==> config.mk <==
export PLATFORM = sky130hd
export DESIGN_NAME = ghf_mul
export DESIGN_NICKNAME = d
export VERILOG_FILES = /design/src/rtl/core/ghf_mul.sv
export SDC_FILE = /design/constraint.sdc
export NUM_CORES = 2
export LEC_CHECK = 0
export ABC_AREA = 0
export BUFFER_PORTS_ARGS = -buffer_cell sky130_fd_sc_hd__buf_2
export CAP_MARGIN = 40
export CORE_ASPECT_RATIO = 0.7
export CORE_MARGIN = 3
export CORE_UTILIZATION = 50
export CTS_CLUSTER_SIZE = 28
export DETAILED_ROUTE_END_ITERATION = 7
export GPL_ROUTABILITY_DRIVEN = 1
export PLACE_DENSITY_LB_ADDON = 0.2
export SYNTH_ARGS = -nofsm -noshare
export SYNTH_HDL_FRONTEND = slang
export SYNTH_SLANG_ARGS = --single-unit
==> constraint.sdc <==
create_clock -name clk_i -period 11.05 [get_ports clk_i]
set_input_delay 0.5525 -clock clk_i [delete_from_list [all_inputs] [get_ports clk_i]]
set_output_delay 0.5525 -clock clk_i [all_outputs]
set_load 0.01 [all_outputs]
==> src/rtl/core/ghf_mul.sv <==
`default_nettype none

module ghf_mul (
  input  logic        clk_i,
  input  logic [31:0] a_i,
  input  logic [31:0] b_i,
  output logic [63:0] p_o
);

  logic [63:0] p_q;

  always_ff @(posedge clk_i) begin
    p_q <= 64'(a_i) * 64'(b_i);
  end

  assign p_o = p_q;

endmodule

`default_nettype wire

==> summary.txt <==
Setup path
  – Crit path largest cell delay: 0.74 ns
  – Crit path cell chain: buf_2, nand2_1, fa_1, fa_1, inv_1, fa_1, fa_1, fa_1, fa_1, fa_1, inv_1, fa_1, inv_1, ha_1, nand4_1, or4_1, or3_1, a31oi_1, a31o_2, a211oi_1, o21ai_1, xor2_1
  – Nature of the critical path endpoint: flip-flop
  – Crit Path Max Fanout: 32
  – Crit start category: input port
  – CP max stage cell: fa_1
  – CP delay by family, top: adder cells
  – CP Data Arrival Time: 8.52 ns
  – Worst EP required: 11.33 ns
  – Kind of critical path: in2reg
  – Most common cell on crit path: fa_1
  – Buffers & Inverters on Critical Path: 4

GRT
  – Tot GR Track Use: 28.9%
  – Largest net degree at the start of global routing: 33
  – Global-route wire length before repair: 158000 um
  – Initial antenna violation count: 0
  – Vias in the first global route: 26001
  – Overflow after GRT: 0

Detailed routing
  – Met1 WL: 46600 um
  – Initial DRC Count: 1756
  – Drt via density: 5.26
  – Antenna-violating nets left: 0
  – Max Used Layer: met4
  – Routed length per placed instance: 21.4 um
  – Initial DRT Pass Iterations: 5
  – DRC Markers: 0
  – Metal2 WL: 36000 um
  – Final WL: 98100 um
  – Vias: 24081
  – Routed wl met3: 14700 um

Timing
  – Setup TNS: 0 ns
  – Final Hold Viols: 0
  – Achievable clock frequency: 121 MHz
  – Final Max Tran Viols: 0
  – Final setup violation count: 0
  – Min cycle time layout: 8.23 ns
  – Fin crit share: 74.5%
  – Rel. slew slack: 40.3%
  – Unrepaired setup endpoints after global routing: no
  – Least-Margin Pin Slew: 0.895 ns

Logic synthesis
  – Ys Warns: 0
  – Synth area leaders: fa_1 (52%), and2_1 (11%), ha_1 (9.5%), inv_1 (9.4%), nand2_1 (5.2%)
  – Post-synth EDFFs: 0
  – Sequential area share after synthesis: 3.69%
  – Synth top area share: 51.7%
  – Synthesized cell area: 34700 sq um
  – Post-Syn Instances: 3748
  – FF+latch count, synth: 64
  – Ys flop type: dfxtp_1
  – Avg Synthesized Cell Area: 9.25 sq um
  – Synth cell types: 57
  – Syn Nets: 4972
  – Ys async rst share: 0%
  – Top cell type by total area after synthesis: fa_1

Placed design
  – Placer Congestion: 0.917
  – Port Buffers: 128
  – Hpwl dp: 78800 um
  – Cell Area, Placed: 35600 sq um

Clock network
  – CTS Root Cell: clkbuf_16
  – CTS H-tree depth: 3
  – Clk pin slew, worst setup/hold paths: 0.05 ns
  – Cts hold-fix bufs: 0
  – CTS tree: yes
  – Clock sink total: 64
  – Post-CTS Resized: 0
  – Bufs on Longest Clock Path: 2
  – Setup Fix Bufs, Post-CTS: 0
  – CTS buffer count: 9

Job
  – Max capacitance violation total: 0

Cells and area
  – Largest register FFs: 64
  – Layout area overhead: 3.69%
  – Share of cells above drive strength 1: 4.44%
  – Fillers: 6370
  – Final instance area: 36000 sq um
  – Fin util: 52.6%
  – Nets@finish: 4894

Floorplanning
  – Height of the die: 226 um
  – I/O pins: 129
  – Die span in x: 321 um
  – Core Area: 68400 sq um
  – Total die area: 72600 sq um
  – Site row count: 80
  – Initial cell density of the core: 50.7%

Outcome
  – Status: completed

Worst hold path
  – Hold Crit Class: in2reg
per-layer routing:
| metal | track usage (%) | vias up |
|---|---|---|
| met5 | 0 | - |
| met4 | 3.16 | 0 |
| met3 | 14.8 | 40 |
| met2 | 37.0 | 1022 |
| met1 | 44.2 | 12352 |
| li1 | - | 10667 |
synthesized netlist by cell type, types with 2 or more instances:
| library cell | number |
|---|---|
| nor2_1 | 20 |
| or4_1 | 3 |
| and3b_1 | 2 |
| o211ai_1 | 2 |
| nand3_1 | 10 |
| a21oi_2 | 3 |
| a21oi_1 | 63 |
| o31ai_1 | 2 |
| o221a_2 | 2 |
| xor2_1 | 25 |
| and3_1 | 14 |
| o21ai_0 | 21 |
| o221ai_1 | 3 |
| o21a_1 | 9 |
| a21boi_1 | 3 |
| a211oi_1 | 3 |
| or3_1 | 3 |
| nand2b_1 | 2 |
| a221oi_4 | 3 |
| a221o_1 | 4 |
| a21o_1 | 40 |
| a31oi_1 | 12 |
| nand2_1 | 480 |
| a311oi_1 | 2 |
| buf_2 | 6 |
| o21ai_1 | 5 |
| nor3_1 | 7 |
| o21bai_1 | 10 |
| nor2b_1 | 2 |
| fa_1 | 896 |
| or2_2 | 3 |
| xnor2_1 | 35 |
| o31ai_4 | 3 |
| clkbuf_1 | 213 |
| nand4_1 | 23 |
| dfxtp_1 | 64 |
| and2_1 | 602 |
| ha_1 | 263 |
| and4_1 | 3 |
| inv_1 | 865 |
per-stage QoR:
| stage | worst slack [ns] | hold WS (ns) | cells |
|---|---|---|---|
| finish | 2.82 | 0.862 | 4577 |
| global route | 2.50 | 0.879 | 4576 |
| CTS | 2.91 | 0.836 | 4576 |
| detailed placement | 2.57 | 0.945 | 4561 |
| global placement | 2.61 | 0.947 | 4561 |
| floorplan | 3.74 | 0.680 | 3748 |
layout make-up:
| class | count | area (sq um) | area share [%] |
|---|---|---|---|
| tap | 902 | 1130 | 3.14 |
| multi-input combinational | 2599 | 29300 | 81.5 |
| antenna | 1 | 2.50 | 0.00696 |
| timing repair buffer | 131 | 663 | 1.84 |
| inverter | 865 | 3250 | 9.03 |
| clock inverter | 5 | 81.3 | 0.226 |
| clock buffer | 10 | 239 | 0.665 |
| sequential | 64 | 1280 | 3.56 |
worst paths after layout:
check             startpoint               to  slack (ns)  cells past startpoint
setup / recovery     a_i[16]  p_o[62]$_DFF_P_        2.82                     22
hold / removal        b_i[0]   p_o[0]$_DFF_P_        0.86                      2
cell usage in the layout, fill, tap and decap left out, drive strengths merged, types with 25 or more instances in the layout:
cell   count
and2     602
fa       896
nand2    480
dfxtp     64
xnor2     35
a21oi     66
o21ai     26
ha       263
a21o      40
inv      865
xor2      25
buf      131
cells by family (layout without fill, tap and decap cells):
logic type | after synthesis | after routing | synth area share, %
fa+ha+maj | 1159 | 1159 | 61.2
buf+inv | 1085 | 1011 | 11.8
compound gates | 202 | 202 | 4.15
xor+xnor | 60 | 60 | 1.52
simple gates | 1177 | 1177 | 17.6
mux | 1 | 1 | 0.0289
flops | 64 | 64 | 3.69
other cells | 0 | 1 | 0
Power is not shown: default switching activity piles up to over one toggle a cycle in this logic, so the estimate is an artifact.
