<file path="config.mk">
export PLATFORM = sky130hd
export DESIGN_NAME = ghf_divsqrt
export DESIGN_NICKNAME = d
export VERILOG_FILES = /design/src/rtl/core/ghf_pkg.sv /design/src/rtl/core/ghf_divsqrt.sv
export SDC_FILE = /design/constraint.sdc
export NUM_CORES = 1
export LEC_CHECK = 0
export BUFFER_PORTS_ARGS = -buffer_cell sky130_fd_sc_hd__buf_2
export CAP_MARGIN = 20
export CORE_MARGIN = 2
export CORE_UTILIZATION = 40
export CTS_BUF_LIST = sky130_fd_sc_hd__clkbuf_16
export DETAILED_ROUTE_END_ITERATION = 10
export GPL_TIMING_DRIVEN = 1
export SLEW_MARGIN = 0
export SYNTH_ARGS = -nofsm -noshare
export SYNTH_HDL_FRONTEND = slang
export SYNTH_SLANG_ARGS = --single-unit
</file>
<file path="constraint.sdc">
create_clock -name clk_i -period 9.65 [get_ports clk_i]
set_input_delay 1.4475 -clock clk_i [delete_from_list [all_inputs] [get_ports clk_i]]
set_output_delay 1.4475 -clock clk_i [all_outputs]
set_load 0.03 [all_outputs]
</file>
<file path="src/rtl/core/ghf_pkg.sv">
`default_nettype none

package ghf_pkg;

  localparam int NUM_STATES = 8;
  localparam int IDX_W = 3;
  localparam int TRANS_DEPTH = NUM_STATES * NUM_STATES;

  localparam logic [1:0] KIND_STATE = 2'd0;
  localparam logic [1:0] KIND_TRANS = 2'd1;
  localparam logic [1:0] KIND_SAMPLE = 2'd2;

  localparam logic REG_ACTIVE = 1'b0;

  localparam logic [31:0] TWO_PI_Q16 = 32'd411775;
  localparam logic [31:0] LN2_Q16 = 32'd45426;
  localparam logic [31:0] LOG2E_Q16 = 32'd94548;
  localparam logic [31:0] ONE_Q30 = 32'h4000_0000;

  typedef struct packed {
    logic [1:0]         kind;
    logic [2:0]         to_state;
    logic [2:0]         from_state;
    logic signed [15:0] state_mean;
    logic [31:0]        state_variance;
    logic [15:0]        transition_prob;
    logic signed [15:0] sample;
    logic               first_of_sequence;
    logic               last_of_sequence;
  } ghf_in_t;

  typedef struct packed {
    logic signed [47:0] log_likelihood;
    logic               status;
  } ghf_out_t;

  // request to the divide / square root unit
  typedef struct packed {
    logic start;
    logic is_sqrt;
  } ds_req_t;

  function automatic logic signed [47:0] sat48(input logic signed [51:0] v);
    logic signed [47:0] r;
    if ((v[51:47] == 5'b00000) || (v[51:47] == 5'b11111)) begin
      r = v[47:0];
    end else if (v[51]) begin
      r = {1'b1, 47'b0};
    end else begin
      r = {1'b0, {47{1'b1}}};
    end
    return r;
  endfunction

endpackage

`default_nettype wire

</file>
<file path="src/rtl/core/ghf_divsqrt.sv">
`default_nettype none

module ghf_divsqrt (
  input  logic             clk_i,
  input  logic             rst_ni,
  input  ghf_pkg::ds_req_t req_i,
  input  logic [63:0]      a_i,
  input  logic [63:0]      b_i,
  output logic             done_o,
  output logic [63:0]      res_o
);
  import ghf_pkg::*;

  logic        busy_q, done_q, sqrt_q;
  logic [5:0]  cnt_q;
  logic [64:0] rem_q, rem_n;
  logic [63:0] quo_q, quo_n;
  logic [63:0] aux_q, aux_n;
  logic [64:0] rem_sh;
  logic [63:0] trial;
  logic        ge;
  logic        last;

  // one quotient bit or one root bit per cycle
  always_comb begin
    rem_sh = {rem_q[63:0], quo_q[63]};
    trial  = quo_q + aux_q;
    if (sqrt_q) begin
      ge    = (rem_q[63:0] >= trial);
      rem_n = ge ? {1'b0, rem_q[63:0] - trial} : rem_q;
      quo_n = ge ? ((quo_q >> 1) + aux_q) : (quo_q >> 1);
      aux_n = aux_q >> 2;
    end else begin
      ge    = (rem_sh >= {1'b0, aux_q});
      rem_n = ge ? (rem_sh - {1'b0, aux_q}) : rem_sh;
      quo_n = {quo_q[62:0], ge};
      aux_n = aux_q;
    end
  end

  assign last = sqrt_q ? (cnt_q == 6'd31) : (cnt_q == 6'd63);

  always_ff @(posedge clk_i or negedge rst_ni) begin
    if (!rst_ni) begin
      busy_q <= 1'b0;
      done_q <= 1'b0;
      cnt_q  <= '0;
      sqrt_q <= 1'b0;
    end else begin
      done_q <= 1'b0;
      if (req_i.start) begin
        busy_q <= 1'b1;
        cnt_q  <= '0;
        sqrt_q <= req_i.is_sqrt;
        if (req_i.is_sqrt) begin
          rem_q <= {1'b0, a_i};
          quo_q <= '0;
          aux_q <= 64'h4000_0000_0000_0000;
        end else begin
          rem_q <= '0;
          quo_q <= a_i;
          aux_q <= b_i;
        end
      end else if (busy_q) begin
        rem_q <= rem_n;
        quo_q <= quo_n;
        aux_q <= aux_n;
        cnt_q <= cnt_q + 6'd1;
        if (last) begin
          busy_q <= 1'b0;
          done_q <= 1'b1;
        end
      end
    end
  end

  assign done_o = done_q;
  assign res_o  = quo_q;

endmodule

`default_nettype wire

</file>
==> Implementation_results.wiki, run 1 <==
{| class="wikitable"
! Metric !! Value
|-
| Status || complete, no violations
|-
| Remaining global-route overflow || 0
|-
| Busiest layer in global routing || met2
|-
| Clock latency at the later pin of the worst-skew pair || 0.58 ns
|-
| Element type at the critical path end || register
|-
| Post-route minimum period || 8.07 ns
|-
| Beginning of the worst register-to-register path || res_o[0]
|-
| Area used by multi-input combinational logic || 0.0180 sq mm
|-
| Sequential cell area || 0.00599 sq mm
|-
| Grt met3 use || 4.97%
|-
| Worst min-delay path class || reg2reg
|-
| Post-CTS Setup Repair Bufs || 0
|-
| Worst Setup EP || res_o[60]
|-
| Worst-path cell with the longest stage delay || sky130_fd_sc_hd__a221oi_2
|-
| Overall routed net length || 97800 um
|-
| Met2 Track Usage GR || 46.6%
|-
| Mapped Area || 0.0251 sq mm
|-
| Unrepaired setup endpoints after global routing || false
|-
| CP Launch Type || register
|-
| Detailed-router iteration count before antenna repair || 5
|-
| Asr flop ratio synth || 4.48%
|-
| # placed instances || 4029
|-
| Syn-to-layout area delta || 9.99%
|-
| Cell taking the most area after synthesis || sky130_fd_sc_hd__edfxtp_1
|-
| Post-route fraction of the period consumed by the critical path || 83.6%
|-
| Number of max-slew violations in the final report || 0
|-
| Per-instance average area after synthesis || 8.00 sq um
|-
| Maximum count of clock buffers along a single path || 3
|-
| Leakage power summed over all cells || 11.9 nW
|-
| Clock-pin slew reported for the worst setup and hold paths after clock tree synthesis || 0.06 ns
|-
| Worst Skew || 0.0156 ns
|-
| Final core area utilization || 44.6%
|-
| Post-synthesis sequential area ratio || 23.9%
|-
| Arr. time, crit path || 8.36 ns
|-
| Most common cell after layout, fill and taps aside || sky130_fd_sc_hd__a21oi_1
|-
| Number of standard cells in the final layout excluding fillers || 4086
|-
| Ports || 197
|-
| Distinct cells, synth || 94
|-
| Die H || 255 um
|-
| CTS-repair resized insts || 0
|-
| Largest fanout on the critical path || 36
|-
| Hold violation count in the final report || 0
|-
| Crit path depth || 26
|-
| Std cell rows || 91
|-
| Cell types with the largest area share after synthesis || sky130_fd_sc_hd__edfxtp_1 (23%), sky130_fd_sc_hd__ha_1 (13%), sky130_fd_sc_hd__a21oi_1 (7.0%)
|-
| Flop and latch count out of synthesis || 201
|-
| Total number of yosys warnings || 0
|-
| Minimum hold slack || 0.568 ns
|-
| Number of design-rule violations left by the first detailed-router iteration || 2648
|-
| Final RePlAce weighted congestion || 0.965
|-
| Nets || 3617
|-
| Kind of critical path || reg2reg
|-
| Length in cells of the worst reg-to-reg path || 26
|-
| Overall die width || 255 um
|-
| Estimated wirelength of the detail-placed design || 76000 um
|-
| Worst IR drop on VDD || 0.000272 V
|-
| Root buffer cell || sky130_fd_sc_hd__clkbuf_16
|-
| Effective utilization at floorplan || 40.6%
|-
| Met1 Use GR || 40.6%
|-
| Cell count after synthesis || 3138
|-
| Req. time, crit path || 9.94 ns
|-
| Area of the die || 0.0648 sq mm
|-
| Worst setup path startpoint || res_o[0]
|-
| Average via count per standard cell || 6.19
|-
| Area after DPL || 0.0267 sq mm
|-
| Final setup fails || 0
|-
| Ratio of total power to cell area || 374 mW/mm^2
|-
| Most frequent cells in the layout || sky130_fd_sc_hd__a21oi_1 (349), sky130_fd_sc_hd__nand2_1 (320), sky130_fd_sc_hd__o21ai_0 (273), sky130_fd_sc_hd__ha_1 (255), sky130_fd_sc_hd__buf_2 (195)
|-
| Total track usage || 29.3%
|-
| Final worst slack || 1.58 ns
|-
| Via count of the first global-routing pass || 23972
|-
| Number of hold buffers added after cts || 0
|-
| Yosys top cell area share || 23.0%
|-
| Number of enable-type register cells in the synthesized netlist || 192
|-
| Maximum operating frequency || 124 MHz
|-
| Number of levels the H-tree was split into || 1
|-
| Number of clock sinks seen by CTS || 201
|-
| Final cell area excluding filler cells || 0.0276 sq mm
|-
| Largest stage delay on the critical path || 0.51 ns
|-
| Most used flip-flop cell after synthesis || sky130_fd_sc_hd__edfxtp_1
|-
| TritonCTS buffer count || 29
|-
| Actual transition at the worst max-transition pin || 1.18 ns
|-
| Reg-to-reg endpoint || res_o[60]
|-
| Antenna violations before repair || 2
|-
| Total core area || 0.0619 sq mm
|-
| Detailed-route DRC error count || 0
|-
| CP delay by family, top || compound AO/OA/AOI/OAI gates
|-
| Final routed wire length divided by cell count || 23.9 um
|-
| Proportion of layout cells with a drive suffix above 1 || 9.82%
|-
| Number of buffers and inverters on the critical path || 3
|-
| Setup slack on the worst flop-to-flop path || 1.58 ns
|-
| First-pass GRT wire length || 146000 um
|-
| Post-Synthesis Net Count || 3529
|-
| Total power || 10.3 mW
|-
| Post-detailed-route count of antenna-violating nets || 0
|-
| Maximum number of pins on one net before global-route repair || 78
|-
| Number of fill cells in the layout || 6434
|-
| Tightest slew margin relative to the limit || 21.4%
|-
| Setup WS pre-CTS || 1.77 ns
|-
| Count of max-cap constraint violations || 0
|-
| Sum Neg Setup Slack || 0 ns
|-
| Routed via count || 25311
|-
| TritonCTS clock tree || yes
|-
| Number of port buffers || 196
|}
-- flip-flops by register name (all words and copies together) (netlist names) --
register and flops:
sqrt_q 1, busy_q 1, res_o 64, cnt_q 6
done_o 1, aux_q 64, rem_q 64
-- where the power goes --
part / switching (mW) / leakage [nW] / total, mW / internal (mW)
combinational: 4.77 / 9.44 / 7.67 / 2.90
clock: 0.445 / 0.471 / 1.03 / 0.584
sequential: 0.326 / 2.02 / 1.63 / 1.30
-- tightest hold or removal path, delay by kind of cell (launching register included) --
kind	cells	cell delay [ns]
xor+xnor	1	0.07
flops	1	0.36
simple gates	1	0.09
-- worst min path at each step --
stage / start / slack (ns) / end / cells past startpoint
3_5_place_dp: cnt_q[1] / 0.56 / cnt_q[1] / 2
2_1_floorplan: cnt_q[4] / 0.50 / cnt_q[4] / 2
3_3_place_gp: cnt_q[4] / 0.52 / cnt_q[4] / 2
5_1_grt: cnt_q[1] / 0.60 / cnt_q[1] / 2
4_1_cts: cnt_q[1] / 0.57 / cnt_q[1] / 2
6_report: cnt_q[4] / 0.57 / cnt_q[4] / 2
-- cell type report --
type / count / share of cell area, %
Timing Repair Buffer: 222 / 4.30
Tap cell: 837 / 3.79
Clock inverter: 23 / 0.476
Antenna cell: 1 / 0.00906
Sequential cell: 201 / 21.7
Clock buffer: 30 / 2.72
Multi-Input combinational cell: 2633 / 65.1
Inverter: 139 / 1.89
-- layer usage --
| layer | vias up | wire, um |
|---|---|---|
| met5 | - | 0 |
| met4 | 0 | 3090 |
| met3 | 156 | 8270 |
| met2 | 1093 | 43600 |
| met1 | 12101 | 42800 |
| li1 | 11961 | - |
-- logic make-up (layout without fill, tap and decap cells) --
group                    count (synthesis)  after routing  share of synthesized area [%]
other                                    0              1                              0
XOR/XNOR                               231            231                           8.06
flip-flops                             201            201                           23.9
buffers and inverters                  304            414                           4.72
adder cells (fa/ha/maj)                259            259                           13.0
AO/OA/AOI/OAI                         1224           1224                           31.7
AND/OR/NAND/NOR                        846            846                           15.6
multiplexers                            73             73                           3.00
-- synthesized netlist by cell type (38+ instances only) --
cell type / instances
sky130_fd_sc_hd__a21oi_1: 349
sky130_fd_sc_hd__nand2_1: 320
sky130_fd_sc_hd__o21ai_0: 273
sky130_fd_sc_hd__ha_1: 255
sky130_fd_sc_hd__nor2_1: 194
sky130_fd_sc_hd__edfxtp_1: 192
sky130_fd_sc_hd__a21o_1: 158
sky130_fd_sc_hd__inv_1: 139
sky130_fd_sc_hd__clkbuf_1: 136
sky130_fd_sc_hd__xor2_1: 122
sky130_fd_sc_hd__xnor2_1: 109
sky130_fd_sc_hd__nand3_1: 64
sky130_fd_sc_hd__nand4_1: 56
sky130_fd_sc_hd__mux2i_1: 55
sky130_fd_sc_hd__a211oi_1: 49
sky130_fd_sc_hd__a22oi_1: 49
sky130_fd_sc_hd__nor3_1: 45
sky130_fd_sc_hd__o21bai_1: 38
Note: power is estimated with default switching activity, not from simulation.
==> run 2, diff against run 1 <==
==> constraint.sdc (replaced) <==
create_clock -name clk_i -period 7.8 [get_ports clk_i]
set_input_delay 1.17 -clock clk_i [delete_from_list [all_inputs] [get_ports clk_i]]
set_output_delay 1.17 -clock clk_i [all_outputs]
set_load 0.03 [all_outputs]
==> run 2 against run 1 <==
Compared with the run above: final cell count up 0.27%; sequential power increased by 23%; non-clock buffer count increased by 15; count of clock-buffer cells in the layout is 3 lower; register-to-register slack worse by 1.0 ns; sequential cell count stayed put; critical path depth is 2 lower; worst hold slack worse by 0.13 ns.
==> Implementation_results.wiki, run 2 (synthesized netlist as in run 1, its figures left out) <==
{| class="wikitable"
! Metric !! Value
|-
| Status || complete, no violations
|-
| Setup WS pre-CTS || 0.457 ns (-1.31 ns)
|-
| Final RePlAce weighted congestion || 0.970 (+0.53%)
|-
| Beginning of the worst register-to-register path || res_o[0]
|-
| Number of fill cells in the layout || 6393 (-0.64%)
|-
| Reg-to-reg endpoint || res_o[60]
|-
| Syn-to-layout area delta || 10.5%
|-
| Largest fanout on the critical path || 21 (-42%)
|-
| Worst Skew || 0.0117 ns (-0.00391 ns)
|-
| Post-route fraction of the period consumed by the critical path || 93.2% (+9.5 points)
|-
| Root buffer cell || sky130_fd_sc_hd__clkbuf_16
|-
| Final core area utilization || 44.8% (+0.20 points)
|-
| Internal power || 6.05 mW (+26%)
|-
| Number of clock sinks seen by CTS || 201 (unchanged)
|-
| Arr. time, crit path || 7.57 ns (-0.79 ns)
|-
| Total track usage || 29.1% (-0.24 points)
|-
| Power share of the clock group || 9.8% (-0.2 points)
|-
| Clock-pin slew reported for the worst setup and hold paths after clock tree synthesis || 0.06 ns (about the same)
|-
| Most frequent cells in the layout || sky130_fd_sc_hd__a21oi_1 (348), sky130_fd_sc_hd__nand2_1 (320), sky130_fd_sc_hd__o21ai_0 (273), sky130_fd_sc_hd__ha_1 (255), sky130_fd_sc_hd__buf_2 (195)
|-
| Proportion of layout cells with a drive suffix above 1 || 10.1% (+0.27 points)
|-
| Kind of critical path || reg2reg
|-
| TritonCTS clock tree || yes
|-
| Fraction of power spent switching nets || 53.2% (-0.48 points)
|-
| First-pass GRT wire length || 144000 um (-0.95%)
|-
| Total core area || 0.0619 sq mm (unchanged)
|-
| Estimated wirelength of the detail-placed design || 75100 um (-1.2%)
|-
| Nets || 3630 (+0.36%)
|-
| Clock latency at the later pin of the worst-skew pair || 0.58 ns (about the same)
|-
| Std cell rows || 91 (unchanged)
|-
| Worst setup path startpoint || res_o[0]
|-
| Leakage power summed over all cells || 12.0 nW (+0.37%)
|-
| Number of design-rule violations left by the first detailed-router iteration || 2725 (+2.9%)
|-
| Post-route minimum period || 7.27 ns (-0.804 ns)
|-
| Actual transition at the worst max-transition pin || 1.22 ns (+0.0487 ns)
|-
| Maximum count of clock buffers along a single path || 3 (unchanged)
|-
| Overall die width || 255 um (unchanged)
|-
| Ratio of total power to cell area || 466 mW/mm^2 (+24%)
|-
| Element type at the critical path end || register
|-
| Worst min-delay path class || in2async
|-
| Die H || 255 um (unchanged)
|-
| Final worst slack || 0.533 ns (-1.05 ns)
|-
| Detailed-router iteration count before antenna repair || 6 (+1)
|-
| Detailed-route DRC error count || 0 (unchanged)
|-
| Count of max-cap constraint violations || 0 (unchanged)
|-
| Area of the die || 0.0648 sq mm (unchanged)
|-
| Number of port buffers || 196 (unchanged)
|-
| Ports || 197 (unchanged)
|-
| Tightest slew margin relative to the limit || 18.4% (-3.1 points)
|-
| Proportion of power drawn by flip-flops and latches || 15.5% (-0.3 points)
|-
| Relative contribution of combinational cells to total power || 74.7% (+0.4 points)
|-
| Post-detailed-route count of antenna-violating nets || 0 (unchanged)
|-
| Unrepaired setup endpoints after global routing || false
|-
| Switching power of the nets || 6.87 mW (+24%)
|-
| Final setup fails || 0 (unchanged)
|-
| Via count of the first global-routing pass || 23943 (-0.12%)
|-
| Routed via count || 25265 (-0.18%)
|-
| Worst Setup EP || res_o[60]
|-
| Number of max-slew violations in the final report || 0 (unchanged)
|-
| Worst IR drop on VDD || 0.000242 V (-11%)
|-
| Setup slack on the worst flop-to-flop path || 0.53 ns (-1.05 ns)
|-
| Maximum operating frequency || 138 MHz (+11%)
|-
| TritonCTS buffer count || 27 (-6.9%)
|-
| Remaining global-route overflow || 0 (unchanged)
|-
| Maximum number of pins on one net before global-route repair || 72 (-7.7%)
|-
| Average via count per standard cell || 6.17 (-0.45%)
|-
| Effective utilization at floorplan || 40.6% (unchanged)
|-
| Final routed wire length divided by cell count || 23.8 um (-0.59%)
|-
| Hold violation count in the final report || 0 (unchanged)
|-
| Overall routed net length || 97500 um (-0.33%)
|-
| Req. time, crit path || 8.10 ns (-1.84 ns)
|-
| CP Launch Type || register
|-
| Number of levels the H-tree was split into || 1 (unchanged)
|-
| Antenna violations before repair || 3 (+1)
|-
| Sum Neg Setup Slack || 0 ns (unchanged)
|-
| Most common cell after layout, fill and taps aside || sky130_fd_sc_hd__a21oi_1
|-
| Length in cells of the worst reg-to-reg path || 24 (-7.7%)
|}
[run 2: cell types whose count changed in the layout (fill, tap and decap cells not counted), sizes merged]
cell / delta
bufinv: +2
clkinvlp: +1
buf: +17
inv: -7
clkinv: +3
clkbuf: -5
[run 2: final cells by class]
class	count	area [sq um]	share of cell area, %
Multi-Input combinational cell	2633	18000	64.8
Sequential cell	201	5990	21.6
Inverter	139	522	1.88
Tap cell	837	1050	3.77
Timing Repair Buffer	237	1340	4.82
Clock inverter	22	183	0.658
Clock buffer	27	676	2.43
Antenna cell	1	2.50	0.00902
[run 2: critical path: stages, from the launching register on]
cell                        delay, ns
sky130_fd_sc_hd__edfxtp_1        0.42
sky130_fd_sc_hd__ha_1            0.26
sky130_fd_sc_hd__fa_1            0.44
sky130_fd_sc_hd__a211oi_1        0.35
sky130_fd_sc_hd__o211a_1         0.26
sky130_fd_sc_hd__a211o_1         0.18
sky130_fd_sc_hd__a2111oi_2       0.12
sky130_fd_sc_hd__o2111ai_1       0.37
sky130_fd_sc_hd__o221ai_1        0.27
sky130_fd_sc_hd__a221oi_2        0.54
sky130_fd_sc_hd__o21bai_1        0.26
sky130_fd_sc_hd__a41oi_1         0.37
sky130_fd_sc_hd__nor3b_1         0.10
sky130_fd_sc_hd__nor3_1          0.35
sky130_fd_sc_hd__ha_1            0.39
sky130_fd_sc_hd__a2111oi_0       0.39
sky130_fd_sc_hd__nand2_1         0.13
sky130_fd_sc_hd__a41oi_1         0.18
sky130_fd_sc_hd__o21ai_0         0.18
sky130_fd_sc_hd__a311oi_4        0.36
sky130_fd_sc_hd__nor2_4          0.08
sky130_fd_sc_hd__buf_16          0.19
sky130_fd_sc_hd__mux2_1          0.32
sky130_fd_sc_hd__a222oi_1        0.33
sky130_fd_sc_hd__o311ai_1        0.15
[run 2: worst min-delay path by stage]
stage / from / end / slack (ns)
finish: rst_ni / cnt_q[0] / 0.44
global route: rst_ni / sqrt_q / 0.45
CTS: rst_ni / done_o / 0.43
detailed placement: cnt_q[4] / cnt_q[4] / 0.53
global placement: cnt_q[4] / cnt_q[4] / 0.53
floorplan: cnt_q[4] / cnt_q[4] / 0.50
[run 2: timing repair]
item / in CTS / in global routing
endpoints found under the setup margin: 0 / 9
hold buffers: 0 / 0
resized for setup: 0 / 1
buffers inserted: 0 / 2
[run 2: layer usage]
| metal | vias to the layer above | wire length [um] | share of wire [%] | global-route usage, % |
|---|---|---|---|---|
| li1 | 11992 | - | - | - |
| met1 | 11999 | 41900 | 43 | 39.8 |
| met2 | 1086 | 42900 | 44 | 45.4 |
| met3 | 186 | 8930 | 9.2 | 5.29 |
| met4 | 2 | 3730 | 3.8 | 11.2 |
| met5 | - | 8 | 0.0082 | 0 |
[run 2: metrics by stage]
stage | hold slack, ns | instances | power [mW] | cell area [sq um]
floorplan | 0.504 | 3138 | 8.80 | 25100
global placement | 0.530 | 4044 | 11.3 | 26800
detailed placement | 0.532 | 4045 | 11.4 | 26900
CTS | 0.430 | 4094 | 12.7 | 27700
global route | 0.449 | 4096 | 13.8 | 27700
finish | 0.440 | 4097 | 12.9 | 27800
[run 2: power by group through the flow]
stage          registers (mW)  clock network [mW]  logic [mW]
2_1_floorplan            1.99                   0        6.81
3_3_place_gp             2.00                   0        9.34
3_5_place_dp             2.00                   0        9.36
4_1_cts                  1.98                1.29        9.42
5_1_grt                  2.02                1.32        10.5
6_report                 2.00                1.27        9.65
